## src/rtl/sgmd_pkg.sv

```systemverilog
// Shared constants, types and the arctangent table for the Sobel gradient block.
package sgmd_pkg;

	localparam int MaxWidthDefault = 1024;
	localparam int HeightLimit     = 4096;
	localparam int CfgW            = 13;
	localparam int PixW            = 8;
	localparam int GradW           = 11;
	localparam int MagW            = 15;
	localparam int DirW            = 15;
	localparam int CordicSteps     = 21;
	localparam int SqrtSteps       = 15;
	localparam int StepW           = 5;
	localparam int AngW            = 23;
	localparam int CordW           = 29;
	localparam int SqW             = 30;
	localparam logic [AngW-1:0] PiQ20     = AngW'(3294199);
	localparam logic [AngW-1:0] HalfPiQ20 = AngW'(1647099);

	localparam logic RegWidth  = 1'b0;
	localparam logic RegHeight = 1'b1;

	typedef struct packed {
		logic             accept;
		logic             load;
		logic             grad;
		logic             square;
		logic             step;
		logic             emit;
		logic [1:0]       sel;
		logic [StepW-1:0] step_idx;
	} cmd_t;

	typedef struct packed {
		logic row_ge1;
		logic col_ge1;
		logic end_row;
		logic last_row;
		logic out_free;
	} status_t;

	function automatic logic [AngW-1:0] atan_q20(input logic [StepW-1:0] i);
		logic [AngW-1:0] v;
		unique case (i)
			5'd0:    v = AngW'(823550);
			5'd1:    v = AngW'(486170);
			5'd2:    v = AngW'(256879);
			5'd3:    v = AngW'(130396);
			5'd4:    v = AngW'(65451);
			5'd5:    v = AngW'(32757);
			5'd6:    v = AngW'(16383);
			5'd7:    v = AngW'(8192);
			5'd8:    v = AngW'(4096);
			5'd9:    v = AngW'(2048);
			5'd10:   v = AngW'(1024);
			5'd11:   v = AngW'(512);
			5'd12:   v = AngW'(256);
			5'd13:   v = AngW'(128);
			5'd14:   v = AngW'(64);
			5'd15:   v = AngW'(32);
			5'd16:   v = AngW'(16);
			5'd17:   v = AngW'(8);
			5'd18:   v = AngW'(4);
			5'd19:   v = AngW'(2);
			5'd20:   v = AngW'(1);
			default: v = '0;
		endcase
		return v;
	endfunction

endpackage

```

## src/rtl/sgmd_ctrl.sv

```systemverilog
// Sequencer: accepts a pixel, then walks its pending results through the datapath.
module sgmd_ctrl (
	input  logic              clk,
	input  logic              arst_n,
	input  logic              in_valid,
	output logic              in_ready,
	input  sgmd_pkg::status_t status,
	output sgmd_pkg::cmd_t    cmd
);

	typedef enum logic [2:0] {IDLE, LOAD, GRAD, SQUARE, ITER, EMIT} state_t;

	state_t                        state_q;
	logic [3:0]                    pend_q;
	logic [1:0]                    sel_q;
	logic [sgmd_pkg::StepW-1:0]    step_q;
	logic [3:0]                    pend_new;
	logic [3:0]                    pend_left;
	logic [1:0]                    first_sel;
	logic [1:0]                    next_sel;

	function automatic logic [1:0] low_bit(input logic [3:0] m);
		logic [1:0] s;
		priority casez (m)
			4'b???1: s = 2'd0;
			4'b??10: s = 2'd1;
			4'b?100: s = 2'd2;
			default: s = 2'd3;
		endcase
		return s;
	endfunction

	assign pend_new = {status.last_row & status.end_row,
	                   status.last_row & status.col_ge1,
	                   status.row_ge1 & status.end_row,
	                   status.row_ge1 & status.col_ge1};
	assign first_sel = low_bit(pend_new);
	assign pend_left = pend_q & ~(4'b0001 << sel_q);
	assign next_sel  = low_bit(pend_left);

	assign in_ready = (state_q == IDLE);

	always_comb begin
		cmd          = '0;
		cmd.accept   = in_valid && in_ready;
		cmd.load     = (state_q == LOAD);
		cmd.grad     = (state_q == GRAD);
		cmd.square   = (state_q == SQUARE);
		cmd.step     = (state_q == ITER);
		cmd.emit     = (state_q == EMIT) && status.out_free;
		cmd.sel      = sel_q;
		cmd.step_idx = step_q;
	end

	always_ff @(posedge clk or negedge arst_n) begin
		if (!arst_n) begin
			state_q <= IDLE;
			pend_q  <= '0;
			sel_q   <= '0;
			step_q  <= '0;
		end else begin
			unique case (state_q)
				IDLE: begin
					if (in_valid) begin
						state_q <= LOAD;
					end
				end
				LOAD: begin
					pend_q  <= pend_new;
					sel_q   <= first_sel;
					state_q <= (pend_new == '0) ? IDLE : GRAD;
				end
				GRAD: begin
					state_q <= SQUARE;
				end
				SQUARE: begin
					step_q  <= '0;
					state_q <= ITER;
				end
				ITER: begin
					step_q <= step_q + 1'b1;
					if (step_q == sgmd_pkg::StepW'(sgmd_pkg::CordicSteps - 1)) begin
						state_q <= EMIT;
					end
				end
				EMIT: begin
					if (status.out_free) begin
						pend_q  <= pend_left;
						sel_q   <= next_sel;
						state_q <= (pend_left == '0) ? IDLE : GRAD;
					end
				end
				default: state_q <= IDLE;
			endcase
		end
	end

endmodule

```

## config.mk

```make
export PLATFORM = sky130hd
export DESIGN_NAME = sgmd_ctrl
export DESIGN_NICKNAME = d
export VERILOG_FILES = /design/src/rtl/sgmd_pkg.sv /design/src/rtl/sgmd_ctrl.sv
export SDC_FILE = /design/constraint.sdc
export NUM_CORES = 1
export LEC_CHECK = 0
export BUFFER_PORTS_ARGS = -buffer_cell sky130_fd_sc_hd__buf_2
export CAP_MARGIN = 20
export CORE_MARGIN = 3
export CORE_UTILIZATION = 30
export DETAILED_ROUTE_END_ITERATION = 6
export PLACE_DENSITY_LB_ADDON = 0.2
export SLEW_MARGIN = 5
export SYNTH_ARGS = -nofsm -noshare
export SYNTH_HDL_FRONTEND = slang
export SYNTH_SLANG_ARGS = --single-unit
```

## constraint.sdc

```tcl
create_clock -name clk -period 1.5 [get_ports clk]
set_input_delay 0.075 -clock clk [delete_from_list [all_inputs] [get_ports clk]]
set_output_delay 0.075 -clock clk [all_outputs]
set_load 0.005 [all_outputs]
```

==> results of run 1 <==
worst max-delay path: stages, from the launching register on:
cell and delay (ns):
dfrtp_2 0.45, or3b_4 0.45, clkinv_4 0.07, buf_2 0.10
cell usage after synthesis, types with 3 or more instances:
cell | n | share of area
nor2b_1 | 3 | 0.021
buf_2 | 4 | 0.023
nor2_1 | 6 | 0.026
nand3_1 | 3 | 0.017
dfrtp_1 | 14 | 0.40
o21ai_0 | 11 | 0.063
a21oi_1 | 5 | 0.028
inv_1 | 6 | 0.026
o211ai_1 | 3 | 0.026
a32o_1 | 4 | 0.046
nand2_1 | 5 | 0.021
nand2b_1 | 3 | 0.021
sequential cells by signal (all words and copies together), names as in the netlist:
| register | count |
|---|---|
| step_q | 5 |
| state_q | 3 |
| sel_q | 2 |
| pend_q | 4 |
through the flow:
step                      setup slack, ns  hold WS [ns]  power, mW
final                              0.0634        0.0939       2.15
after global routing              -0.0103         0.105       2.35
after CTS                         -0.0127        0.0867       2.14
after detailed placement            0.130      -0.00762       1.82
after global placement              0.140     -0.000298       1.81
after floorplan                     0.171        -0.221       1.43
timing repair:
item                                   4_1_cts  5_1_grt
setup buffers                                1        2
endpoints found under the hold margin       14        0
gates resized for setup                      1        2
setup endpoints to repair                    2        4
pin swaps                                    1        1
hold buffers                                 1        0
layer usage:
| metal | global-route usage | part of all wire | up-vias |
|---|---|---|---|
| li1 | - | - | 425 |
| met1 | 0.177 | 0.45 | 393 |
| met2 | 0.213 | 0.49 | 27 |
| met3 | 0.0259 | 0.045 | 4 |
| met4 | 0.0570 | 0.010 | 0 |
| met5 | 0 | 0 | - |
worst paths after layout:
path	startpoint	to	depth (start not counted)
worst min register to register	step_q[4]	step_q[4]	1
max in group asynchronous	arst_n	state_q[0]	2
worst max-delay path	state_q[0]	cmd[8]	3
worst max register to register	state_q[2]	state_q[1]	6
min in group asynchronous	arst_n	pend_q[2]	2
worst min-delay path	status[1]	pend_q[3]	2
cell type report:
cell class	instances	area, um2
well taps	31	38.8
repair buffers	32	194
clock buffers	4	36.3
multi-input cells	71	469
fillers	278	1660
inverters	7	31.3
flip-flops and latches	14	352
power by group through the flow:
stage / sequential, mW / combinational (mW) / clock [mW]
floorplan: 0.639 / 0.787 / 0
global placement: 0.710 / 1.10 / 0
detailed placement: 0.716 / 1.10 / 0
CTS: 0.710 / 1.14 / 0.293
global route: 0.741 / 1.29 / 0.313
finish: 0.718 / 1.16 / 0.280
cells by family (layout without fill, tap and decap cells):
kind of cell | count (synthesis) | after routing | synth area share
flip-flops | 14 | 14 | 0.398
multiplexers | 2 | 2 | 0.0242
AND/OR/NAND/NOR | 31 | 31 | 0.206
adder cells (fa/ha/maj) | 2 | 2 | 0.0284
buffers and inverters | 12 | 43 | 0.0711
AO/OA/AOI/OAI | 36 | 36 | 0.272
==> qor.yml, run 1 <==
outcome:
  outcome: "finished, final reports clean"
sta:
  tightest_slew_ns: 0.323
  setup_viol: 0
  skew_ns: 0.00488
  fin_setup_tns_ns: 0
  slew_headroom: 0.785
  hold_violations: 0
  fin_crit_ns: 1.44
  final_max_slew_viol_count: 0
  max_freq_ghz: 0.696
  fin_crit_sh: 0.958
min_path:
  hp-class: "input pin to flip-flop"
cts:
  cts_buffer_depth: 2
  cts.sink_count: 14
  tritoncts: "built"
  cts_root_buf: "clkbuf_4"
  h-tree-depth: 1
  clkLatencyLatePin_ns: 0.28
  path_clk_slew_ns: 0.09
  numCtsBuffers: 3
logic_synthesis:
  ys_seq_area_frac: 0.398
  ys_seq_elements: 14
  synth_area_um2: 880
  ys_warn_count: 0
  ys.flop_type: "dfrtp_1"
  syn_nets: 107
  syn_avg_cell_area_um2: 9.07
  synth_edf_count: 0
  synthCells: 97
  synthArstFlopShare: 1.00
  synth.distinct_cells: 33
floorplan:
  die-area_um2: 3620
  io-pin-count: 22
  die_w_um: 60.1
  rows: 19
  die-height_um: 60.1
  core-area_um2: 2780
  initial_core_util: 0.316
routing:
  vias_per_cell: 5.34
  routed_wl_um: 2210
  first_pass_iters: 4
  dr_total_vias: 849
  wire_per_inst_um: 13.9
  drc: 0
  ant_nets: 0
  drtIter0Drc: 45
setup_path:
  cp.arrival_ns: 1.36
  startpoint_type: "flip-flop"
  cp.required_ns: 1.42
  cp_max_fo: 6
  r2r_slack_ns: 0.07
  cp-end-kind: "output pin"
  crit_type: "flip-flop to output pin"
global_routing:
  grt_pass1_vias: 790
  antenna_found_initial: 0
  grt_start_max_net_pins: 15
  grt_usage: 0.134
  grt_remaining_overflow: 0
  grt_pass1_wl_um: 3620
finish:
  antenna_cells: 0
  final_cells: 159
  final_common_cell: "buf_2"
  layout_common_cells: "21 x buf_2, 13 x dfrtp_1, 11 x o21ai_0"
  nNetsFinal: 139
  syn2layout_area_growth_pct: 27.5
  drive_gt1_frac: 0.328
  fin_area_um2: 1120
  utilization: 0.403
power:
  pwr-share-clk: 0.130
  p_int_mw: 1.27
  pwr-share-comb: 0.537
  switching_share: 0.412
  p_leak_nw: 0.538
  power_switching_uw: 888
  seqPwrFrac: 0.333
  ir_drop_v: 0.00104
  powerDensity_nw_per_um2: 1920
placed_design:
  placed_area_um2: 1040
  io_buffers: 21
  dp_hpwl_um: 1630
  dp.cells: 151
  gp_congestion: 0.771
run:
  drv_cap: 0
Note: power is estimated with default switching activity, not from simulation.
==> run 2, diff against run 1 <==
--- a/config.mk
+++ b/config.mk
@@ -10,7 +10,6 @@
 export CORE_MARGIN = 3
 export CORE_UTILIZATION = 30
 export DETAILED_ROUTE_END_ITERATION = 6
-export PLACE_DENSITY_LB_ADDON = 0.2
 export SLEW_MARGIN = 5
 export SYNTH_ARGS = -nofsm -noshare
 export SYNTH_HDL_FRONTEND = slang
==> qor.yml, run 2 (synthesized netlist as in run 1, its figures left out) <==
outcome:
  outcome: "finished, final reports clean"  # unchanged
finish:
  reg.largest.list: "step_q (5), pend_q (4), state_q (3)"  # unchanged
  fin_area_um2: 1150  # was 1120 um2
  layout_common_cells: "21 x buf_2, 13 x dfrtp_1, 13 x buf_4"  # was 21 x buf_2, 13 x dfrtp_1, 11 x o21ai_0
  antenna_cells: 0  # unchanged
  final_common_cell: "buf_2"  # unchanged
  nNetsFinal: 142  # was 139
  utilization: 0.413  # was 0.403
  syn2layout_area_growth_pct: 30.4  # was 27.5%
  final_cells: 162  # was 159
  top_register: "step_q"  # unchanged
  drive_gt1_frac: 0.351  # was 0.328
  largest_reg_flops: 5  # unchanged
setup_path:
  cp-end-kind: "output pin"  # unchanged
  startpoint_type: "flip-flop"  # unchanged
  cp_max_fo: 5  # was 6
  cp.arrival_ns: 1.35  # was 1.36 ns
  cp.required_ns: 1.42  # about the same
  crit_type: "flip-flop to output pin"  # unchanged
placed_design:
  gp_congestion: 0.835  # was 0.771
  placed_area_um2: 1040  # unchanged
  dp_hpwl_um: 1560  # was 1630 um
  dp.cells: 151  # unchanged
  io_buffers: 21  # unchanged
routing:
  wire_per_inst_um: 13.2  # was 13.9 um
  routed_wl_um: 2130  # was 2210 um
  first_pass_iters: 4  # unchanged
  dr_total_vias: 846  # was 849
  ant_nets: 0  # unchanged
  drc: 0  # unchanged
  vias_per_cell: 5.22  # was 5.34
  drtIter0Drc: 74  # was 45
global_routing:
  grt_pass1_vias: 808  # was 790
  grt_start_max_net_pins: 15  # unchanged
  grt_remaining_overflow: 0  # unchanged
  antenna_found_initial: 0  # unchanged
  grt_pass1_wl_um: 3330  # was 3620 um
  grt_usage: 0.121  # was 0.134
sta:
  skew_ns: 0.00871  # was 0.00488 ns
  max_freq_ghz: 0.701  # was 0.696 GHz
  final_max_slew_viol_count: 0  # unchanged
  fin_setup_tns_ns: 0  # unchanged
  tightest_slew_ns: 0.338  # was 0.323 ns
  setup_viol: 0  # unchanged
  fin_hold_ws_ns: 0.0940  # was 0.0939 ns
  fin_crit_sh: 0.951  # was 0.958
  fin_crit_ns: 1.43  # was 1.44 ns
  grt_setup_unrepaired: "true"
  slew_headroom: 0.775  # was 0.785
  hold_violations: 0  # unchanged
floorplan:
  die_w_um: 60.1  # unchanged
  rows: 19  # unchanged
  io-pin-count: 22  # unchanged
  initial_core_util: 0.316  # unchanged
  die-area_um2: 3620  # unchanged
  die-height_um: 60.1  # unchanged
  core-area_um2: 2780  # unchanged
power:
  p_leak_nw: 0.557  # was 0.538 nW
  ir_drop_v: 0.000906  # was 0.00104 V
  powerDensity_nw_per_um2: 1920  # about the same
cts:
  cts_root_buf: "clkbuf_4"  # unchanged
  path_clk_slew_ns: 0.10  # was 0.09 ns
  h-tree-depth: 1  # unchanged
  cts_buffer_depth: 2  # unchanged
  numCtsBuffers: 3  # unchanged
  clkLatencyLatePin_ns: 0.28  # about the same
  cts.sink_count: 14  # unchanged
  tritoncts: "built"  # unchanged
run:
  drv_cap: 0  # unchanged
min_path:
  hp-class: "input pin to flip-flop"  # unchanged
run 2: final timing paths:
kind / start / endpoint / slack (ns) / depth (start not counted)
min in group asynchronous: arst_n / state_q[2] / 0.21 / 2
worst max-delay path: state_q[0] / cmd[8] / 0.07 / 3
max in group asynchronous: arst_n / state_q[0] / 1.03 / 2
worst min register to register: step_q[4] / step_q[4] / 0.52 / 1
worst min-delay path: in_valid / state_q[0] / 0.09 / 3
worst max register to register: state_q[0] / pend_q[1] / 0.13 / 6
run 2: layer usage:
metal / up-vias / GRT usage / share of wire
li1: 425 / - / -
met1: 391 / 0.158 / 0.47
met2: 26 / 0.188 / 0.46
met3: 4 / 0.0410 / 0.056
met4: 0 / 0.0380 / 0.012
met5: - / 0 / 0
run 2: area by class of cell:
cell class                 instances  area [um2]
fill                             294        1630
multi-input combinational         71         477
sequential                        14         352
timing repair buffer              35         213
tap                               31        38.8
clock buffer                       4        36.3
inverter                           7        31.3
run 2: worst max-delay path, cell delays in order, from the launching register on:
cell and delay (ns):
dfrtp_2 0.44, or3b_4 0.45, clkinv_4 0.08, buf_2 0.10
run 2: report_power, final:
| part | total [mW] | internal [mW] | leakage [nW] | switching (mW) |
|---|---|---|---|---|
| clock network | 0.279 | 0.148 | 0.0210 | 0.131 |
| registers | 0.722 | 0.525 | 0.180 | 0.197 |
| logic | 1.20 | 0.637 | 0.356 | 0.561 |
run 2: timing repair:
item	in CTS	in global routing
hold buffers	1	0
gates resized for setup	0	3
setup buffers	2	4
endpoints found under the setup margin	1	5
hold endpoints to repair	14	0
cloned	0	0
pin swaps	0	1
run 2: stage by stage:
| step | power (mW) | setup WS, ns |
|---|---|---|
| floorplan | 1.43 | 0.171 |
| global placement | 1.78 | 0.167 |
| detailed placement | 1.80 | 0.135 |
| CTS | 2.10 | 0.00916 |
| global route | 2.40 | -0.00193 |
| finish | 2.20 | 0.0729 |
==> run 3, diff against run 2 <==
==> constraint.sdc (replaced) <==
create_clock -name clk -period 1.8 [get_ports clk]
set_input_delay 0.09 -clock clk [delete_from_list [all_inputs] [get_ports clk]]
set_output_delay 0.09 -clock clk [all_outputs]
set_load 0.005 [all_outputs]
==> qor.yml, run 3 (synthesized netlist as in run 1, its figures left out) <==
setup_path:
  critPathMaxStageDelay_ns: 0.50  # was 0.45 ns
  slowest_stage: "dfrtp_1"  # was or3b_4
  r2r_end: "step_q[4]"  # was pend_q[1]
  cp_max_fo: 10  # was 5
  crit_family: "simple AND/OR/NAND/NOR gates"  # unchanged
  critPathBufInv: 1  # was 2
  cp-end-kind: "output pin"  # unchanged
  r2r-start: "state_q[2]"  # was state_q[0]
  cp.arrival_ns: 1.55  # was 1.35 ns
  crit_type: "flip-flop to output pin"  # unchanged
  cp.required_ns: 1.71  # was 1.42 ns
  r2r_slack_ns: 0.30  # was 0.13 ns
  startpoint_type: "flip-flop"  # unchanged
  r2r_cells: 5  # was 6
  crit_chain: "nand3b_1 > nor2_1 > buf_2"  # was or3b_4 > clkinv_4 > buf_2
min_path:
  hp-class: "input pin to flip-flop"  # unchanged
  holdPathStages: 2  # was 3
  min-delay-start: "status[1]"  # was in_valid
  min_to: "pend_q[3]"  # was state_q[0]
finish:
  num-fill-cells: 284  # was 294
  final_common_cell: "buf_2"  # unchanged
  antenna_cells: 0  # unchanged
  top_register: "step_q"  # unchanged
  syn2layout_area_growth_pct: 18.1  # was 30.4%
  largest_reg_flops: 5  # unchanged
  nNetsFinal: 129  # was 142
  reg.largest.list: "step_q (5), pend_q (4), state_q (3)"  # unchanged
  layout_common_cells: "21 x buf_2, 14 x dfrtp_1, 11 x o21ai_0"  # was 21 x buf_2, 13 x dfrtp_1, 13 x buf_4
  drive_gt1_frac: 0.254  # was 0.351
  fin_area_um2: 1040  # was 1150 um2
sta:
  slew_headroom: 0.758  # was 0.775
  fin_crit_sh: 0.914
  tightest_slew_ns: 0.364  # was 0.338 ns
  final_max_slew_viol_count: 0  # unchanged
  setup_viol: 0  # unchanged
  fin_setup_tns_ns: 0  # unchanged
  skew_ns: 0.00633  # was 0.00871 ns
  max_freq_ghz: 0.608
  hold_violations: 0  # unchanged
  grt_setup_unrepaired: "false"  # was true
  fin_crit_ns: 1.64
placed_design:
  dp_hpwl_um: 1540  # was 1560 um
  placed_area_um2: 992  # was 1040 um2
  io_buffers: 21  # unchanged
  gp_congestion: 0.863  # was 0.835
cts:
  tritoncts: "built"  # unchanged
  cts_buffer_depth: 2  # unchanged
  ctsResizeCount: 0  # unchanged
  path_clk_slew_ns: 0.09  # was 0.10 ns
  cts_root_buf: "clkbuf_4"  # unchanged
  cts.sink_count: 14  # unchanged
  clkLatencyLatePin_ns: 0.28  # about the same
  numCtsBuffers: 3  # unchanged
  h-tree-depth: 1  # unchanged
  post_cts_buffers: 0  # was 2
global_routing:
  grt_pass1_wl_um: 3440  # was 3330 um
  grt_start_max_net_pins: 15  # unchanged
  antenna_found_initial: 0  # unchanged
  grt_pass1_vias: 754  # was 808
  grt_usage: 0.126  # was 0.121
  grt_remaining_overflow: 0  # unchanged
routing:
  dr_total_vias: 814  # was 846
  routed_wl_um: 2100  # was 2130 um
  wl_met3_um: 164  # was 120 um
  first_pass_iters: 4  # unchanged
  m1WireLength_um: 991  # was 1010 um
  wl_met2_um: 931  # was 975 um
  vias_per_cell: 5.46  # was 5.22
  ant_nets: 0  # unchanged
  drc: 0  # unchanged
  wire_per_inst_um: 14.1  # was 13.2 um
  top_layer_used: "met4"  # unchanged
  drtIter0Drc: 44  # was 74
floorplan:
  die-height_um: 60.1  # unchanged
  die_w_um: 60.1  # unchanged
  die-area_um2: 3620  # unchanged
  rows: 19  # unchanged
  io-pin-count: 22  # unchanged
  core-area_um2: 2780  # unchanged
  initial_core_util: 0.316  # unchanged
outcome:
  outcome: "finished, final reports clean"  # unchanged
power:
  powerDensity_nw_per_um2: 1580  # was 1920 nW/um2
  ir_drop_v: 0.000929  # was 0.000906 V
  power_mw: 1.64  # was 2.20 mW
  p_leak_nw: 0.491  # was 0.557 nW
run:
  drv_cap: 0  # unchanged
run 3: cell count changes in the layout (fill, tap and decap cells not counted), sizes merged:
| cell | previous run | this run |
|---|---|---|
| buf | 34 | 21 |
run 3: routing by layer:
layer | vias up | track usage
met3 | 2 | 0.0410
met2 | 29 | 0.185
met5 | - | 0
li1 | 400 | -
met1 | 383 | 0.183
met4 | 0 | 0.0190
run 3: metrics by stage:
step / util / instances / setup slack (ns) / hold slack, ns
floorplan: - / 97 / 0.471 / -0.206
finish: 0.373 / 149 / 0.155 / 0.114
CTS: 0.373 / 149 / 0.128 / 0.108
global route: 0.373 / 149 / 0.00248 / 0.122
detailed placement: 0.357 / 144 / 0.310 / 0.00739
global placement: 0.357 / 144 / 0.342 / 0.00652
run 3: worst max path at each step:
stage                    start         to  slack [ns]  cells past startpoint
floorplan           state_q[1]  step_q[4]        0.47                      6
global placement    state_q[2]  step_q[4]        0.34                      5
detailed placement  state_q[2]  step_q[2]        0.31                      4
CTS                 state_q[1]     cmd[7]        0.13                      3
global route        state_q[2]     cmd[7]       0.002                      3
finish              state_q[1]     cmd[7]        0.16                      3
run 3: layout make-up:
| cell class | instances | area, um2 | share of cell area |
|---|---|---|---|
| Clock buffer | 4 | 36.3 | 0.0349 |
| Tap cell | 31 | 38.8 | 0.0373 |
| Multi-Input combinational cell | 71 | 467 | 0.449 |
| Sequential cell | 14 | 350 | 0.337 |
| Inverter | 7 | 31.3 | 0.0301 |
| Timing Repair Buffer | 22 | 115 | 0.111 |
run 3: worst reg2reg max path, cell delays in order, from the launching register on:
cell	delay [ns]
dfrtp_1	0.57
or3b_4	0.47
clkinv_4	0.07
nand4_1	0.11
nand3_1	0.11
o21ai_1	0.07
run 3: what timing repair did:
| item | in CTS | in global routing |
|---|---|---|
| setup endpoints to repair | 0 | 0 |
| hold buffers | 1 | 0 |
| endpoints found under the hold margin | 14 | 0 |
run 3: where the power goes:
part	switching [mW]	internal, mW
sequential	0.235	0.434
combinational	0.362	0.375
clock	0.109	0.123
total	0.706	0.932
